--- config.mk ---
export PLATFORM = sky130hd
export DESIGN_NAME = pdh_sqrt
export DESIGN_NICKNAME = d
export VERILOG_FILES = /design/src/design/pdh_pkg.sv /design/src/design/pdh_sqrt.sv
export SDC_FILE = /design/constraint.sdc
export NUM_CORES = 1
export LEC_CHECK = 0
export ABC_AREA = 1
export BUFFER_PORTS_ARGS = -buffer_cell sky130_fd_sc_hd__buf_2
export CORE_MARGIN = 4
export CORE_UTILIZATION = 63
export CTS_CLUSTER_DIAMETER = 50
export DETAILED_ROUTE_END_ITERATION = 7
export GPL_TIMING_DRIVEN = 0
export PLACE_DENSITY_LB_ADDON = 0.2
export SYNTH_ARGS = -nofsm -noshare
export SYNTH_HDL_FRONTEND = slang
export SYNTH_SLANG_ARGS = --single-unit
--- constraint.sdc ---
create_clock -name clk_i -period 6.8 [get_ports clk_i]
set_clock_uncertainty 0.05 [all_clocks]
set_input_delay 1.36 -clock clk_i [delete_from_list [all_inputs] [get_ports clk_i]]
set_output_delay 1.36 -clock clk_i [all_outputs]
set_load 0.1 [all_outputs]
--- src/design/pdh_pkg.sv ---
`timescale 1ns / 1ps
package pdh_pkg;
  localparam int NumHist  = 8;
  localparam int MaxBins  = 256;
  localparam int NumTypes = 16;
  localparam int HistAw   = $clog2(NumHist * MaxBins);
  localparam int BinAw    = $clog2(MaxBins);
  localparam int HselW    = $clog2(NumHist);
  localparam int TypeW    = $clog2(NumTypes);
  localparam int MapAw    = 2 * TypeW;

  localparam logic [1:0] CmdTally = 2'd0;
  localparam logic [1:0] CmdMap   = 2'd1;
  localparam logic [1:0] CmdRead  = 2'd2;
  localparam logic [1:0] CmdClear = 2'd3;

  localparam logic [1:0] RegBinCount = 2'd0;
  localparam logic [1:0] RegInvWidth = 2'd1;
  localparam logic [1:0] RegSkipMask = 2'd2;
  localparam logic [1:0] RegNewton   = 2'd3;

  typedef struct packed {
    logic        start;
    logic [47:0] rsq;
  } sqrt_req_t;

  typedef struct packed {
    logic        done;
    logic [23:0] root;
  } sqrt_rsp_t;
endpackage

--- src/design/pdh_sqrt.sv ---
`timescale 1ns / 1ps
// Restoring square root, one result bit per cycle.
module pdh_sqrt import pdh_pkg::*; (
  input  logic      clk_i,
  input  logic      rst_ni,
  input  sqrt_req_t req_i,
  output sqrt_rsp_t rsp_o
);
  logic [47:0] rad_q, rad_d;
  logic [25:0] rem_q, rem_d;
  logic [23:0] root_q, root_d;
  logic [4:0]  cnt_q, cnt_d;
  logic        busy_q, busy_d, done_q, done_d;
  logic [27:0] part;
  logic [27:0] trial;

  always_comb begin
    rad_d = rad_q; rem_d = rem_q; root_d = root_q; cnt_d = cnt_q;
    busy_d = busy_q; done_d = 1'b0;
    // The partial remainder takes in the next two radicand bits on each step.
    part  = {rem_q, rad_q[47:46]};
    trial = {2'b00, root_q, 2'b01};
    if (req_i.start) begin
      rad_d = req_i.rsq; rem_d = '0; root_d = '0; cnt_d = 5'd0; busy_d = 1'b1;
    end else if (busy_q) begin
      rad_d = {rad_q[45:0], 2'b00};
      if (part >= trial) begin
        rem_d  = 26'(part - trial);
        root_d = {root_q[22:0], 1'b1};
      end else begin
        rem_d  = part[25:0];
        root_d = {root_q[22:0], 1'b0};
      end
      cnt_d = cnt_q + 5'd1;
      if (cnt_q == 5'd23) begin
        busy_d = 1'b0; done_d = 1'b1;
      end
    end
  end

  always_ff @(posedge clk_i or negedge rst_ni) begin
    if (!rst_ni) begin
      busy_q <= 1'b0; done_q <= 1'b0; cnt_q <= '0;
    end else begin
      busy_q <= busy_d; done_q <= done_d; cnt_q <= cnt_d;
    end
  end
  always_ff @(posedge clk_i) begin
    rad_q <= rad_d; rem_q <= rem_d; root_q <= root_d;
  end

  assign rsp_o.done = done_q;
  assign rsp_o.root = root_q;
endmodule

==> results.ini <==
[outcome]
status = finished, final reports clean

[grt]
grt_max_degree = 43
grtUsageTotal_pct = 26.77
grt_antenna_before_repair = 0
grt_overflow = 0
grt_pass1_wl_mm = 24.54
grt_pass1_vias = 5357

[timing]
rsz0062_at_grt = no
tns_ns = 0
worstMarginPinSlew_ns = 0.6880
finalCriticalPeriod_ns = 3.257
fmax_mhz = 307.0
setup_viol = 0
slew_violations = 0
report.final.hold_viol_count = 0
setup_ws_ns = 3.543
max_slew_margin_pct = 54.13
min_period_over_period_pct = 47.90

[route]
firstDrtPassIters = 5
vias_per_cell = 5.083
vias = 5596
routed_wirelength_mm = 14.64
drc = 0
antenna_left = 0
dr.first_iter.drc_count = 260
wl_per_cell_um = 13.29

[critical_path]
worstPathCellList = buf_2, clkbuf_1, nor2_2, clkinv_1, buf_2, buf_12, o22ai_1
critical-path-top-delay-family = buffers and inverters
critPathKind = in -> reg
worstPathMaxFanout = 42
cp_slowest_stage_delay_ns = 0.52
path_common_cell = buf_2
cp_data_arrival_time_ns = 3.51
crit_buf_inv = 5
crit_required_ns = 7.05
cp-end-kind = register
critPathLaunchType = input pin
critical-path-slowest-cell = nor2_2

[layout]
finalNetCount = 1041
drive_above_1_share_pct = 13.12
num_antenna_cells = 0
areaGrowthSynthToFinish_pct = 11.88

[clocking]
ctsHtreeMaxLevel = 3
worstSkewPairLatency_ns = 0.38
clk_path_buf_depth = 2
cts.sinks = 105
post_cts_buffers = 0
path_clk_slew_ns = 0.11
root_buffer = clkbuf_8
numCtsBuffers = 9
cts_hold_buf = 0
post_cts_resized = 0
tritoncts = built

[logic_synthesis]
ys_types = 40
synth_edf_count = 48
syn_nets = 954
synth-async-reset-ratio_pct = 6.667
synth_top_family_by_area = simple AND/OR/NAND/NOR gates
muxShareOfSynthArea_pct = 0
seq_area_frac_synth_pct = 41.91
synth_compound_area_share_pct = 7.392
synthSimpleGateAreaFrac_pct = 32.63
synthCells = 876
syn-cell-area_mm2 = 0.006246
synth_warnings = 0
synth.avg_cell_area_um2 = 7.130
synth_ff_type = dfxtp_1
synth_fa_ha_area_share_pct = 5.409
synth_seq_cells = 105
synth_xor_area_share_pct = 2.103

[floorplan]
rows = 36
fp.dieH_um = 107.6
die_x_um = 107.6
die-area_mm2 = 0.01157
start_util_pct = 64.20
num_io_pins = 76
core-area_mm2 = 0.009729

[pwr]
p_per_area_mw_per_mm2 = 422.5
leakage_nw = 3.729
ir_worst_vdd_v = 0.0001944

[place]
gp_congestion = 0.9552
post-place-ws_ns = 3.112
port_buffers = 75
hpwl_mm = 11.49

[run]
max-cap-violations = 0

[worst_hold_path]
min_path_type = reg -> reg

## flip-flops by register name, summed over array words and instances, names as in the netlist
| signal | cells |
|---|---|
| done_q | 1 |
| root_q | 24 |
| cnt_q | 5 |
| rad_q | 48 |
| rem_q | 26 |
| busy_q | 1 |
## cell type report
cell class / instances / area, um2
Clock buffer: 10 / 127.6
Inverter: 137 / 514.2
Tap cell: 133 / 166.4
Fill cell: 877 / 2741
Sequential cell: 105 / 2618
Multi-Input combinational cell: 607 / 2969
Buffer: 27 / 146.4
Timing Repair Buffer: 76 / 395.4
Clock inverter: 6 / 51.30
## path summary, 6_finish.rpt
check	slack (ns)	end	depth (start not counted)	startpoint
hold / removal	0.42	rem_q[25]	2	rem_q[25]
setup / recovery	3.54	root_q[20]	7	req_i[48]
max in group asynchronous	5.79	cnt_q[1]	1	rst_ni
setup reg to reg	4.42	root_q[20]	6	busy_q
min in group asynchronous	0.75	busy_q	1	rst_ni
hold reg to reg	0.42	rem_q[25]	2	rem_q[25]
## cells by family (layout without fill, tap and decap cells)
kind of cell	Yosys count	after routing
adder cells (fa/ha/maj)	27	27
XOR/XNOR	15	15
AND/OR/NAND/NOR	486	486
buffers and inverters	164	256
AO/OA/AOI/OAI	79	79
flip-flops	105	105
## cell usage in the layout (no fill, tap or decap), drive strengths merged
cell	instances
o22ai	23
edfxtp	48
or2	1
a31oi	2
inv	137
clkinv	4
o21bai	1
a22o	1
buf	86
nand4	15
xor2	5
dfxtp	50
nor2	41
o211ai	6
o21ai	16
nand3	39
ha	27
nand3b	3
nor3	8
nand2	376
and2	1
clkinvlp	2
xnor2	10
nor4	2
clkbuf	27
dfrtp	7
a21oi	30
## per-stage QoR
| stage | power, W | util [%] | cell area [um2] | instances | hold slack (ns) |
|---|---|---|---|---|---|
| 2_1_floorplan | 0.002192 | - | 6246 | 876 | 0.3758 |
| 3_3_place_gp | 0.002553 | 69.77 | 6788 | 1084 | 0.3969 |
| 3_5_place_dp | 0.002574 | 69.98 | 6809 | 1085 | 0.4064 |
| 4_1_cts | 0.002946 | 71.82 | 6988 | 1101 | 0.4217 |
| 5_1_grt | 0.003220 | 71.82 | 6988 | 1101 | 0.4460 |
| 6_report | 0.002952 | 71.82 | 6988 | 1101 | 0.4203 |
## power by group
| group | internal, W | switching, W | leakage (nW) | total [W] |
|---|---|---|---|---|
| combinational | 0.000622 | 0.00115 | 2.61 | 0.00177 |
| clock | 0.000139 | 0.000227 | 0.0863 | 0.000365 |
| sequential | 0.000760 | 0.0000596 | 1.03 | 0.000820 |
| total | 0.00152 | 0.00143 | 3.73 | 0.00295 |
## worst reg2reg max path, cell delays in order, from the launching register on
cell and delay [ns]:
dfrtp_1 0.37, buf_2 0.17, nor2_2 0.47, clkinv_1 0.44, buf_2 0.37, buf_12 0.24
o22ai_1 0.21
## cells in the mapped netlist, drive strengths merged (6+ instances only)
library cell | instances | share of area, %
xnor2 | 10 | 1.4
buf | 10 | 1.3
nor2 | 41 | 2.9
a21oi | 30 | 2.5
nand4 | 15 | 1.6
nor3 | 8 | 0.64
o211ai | 6 | 0.88
o21ai | 16 | 1.3
ha | 27 | 5.4
inv | 135 | 8.1
nand2 | 376 | 23
nand3 | 39 | 4.0
dfrtp | 7 | 2.8
dfxtp | 50 | 16
o22ai | 23 | 2.3
edfxtp | 48 | 23
clkbuf | 17 | 1.0
## routing by layer
metal / vias up / track usage, % / part of all wire (%)
met4: 0 / 9.197 / 1.9
li1: 2931 / - / -
met1: 2515 / 34.61 / 44
met3: 19 / 3.299 / 5.1
met2: 131 / 46.31 / 49
met5: - / 0 / 0
Note: power is estimated with default switching activity, not from simulation.
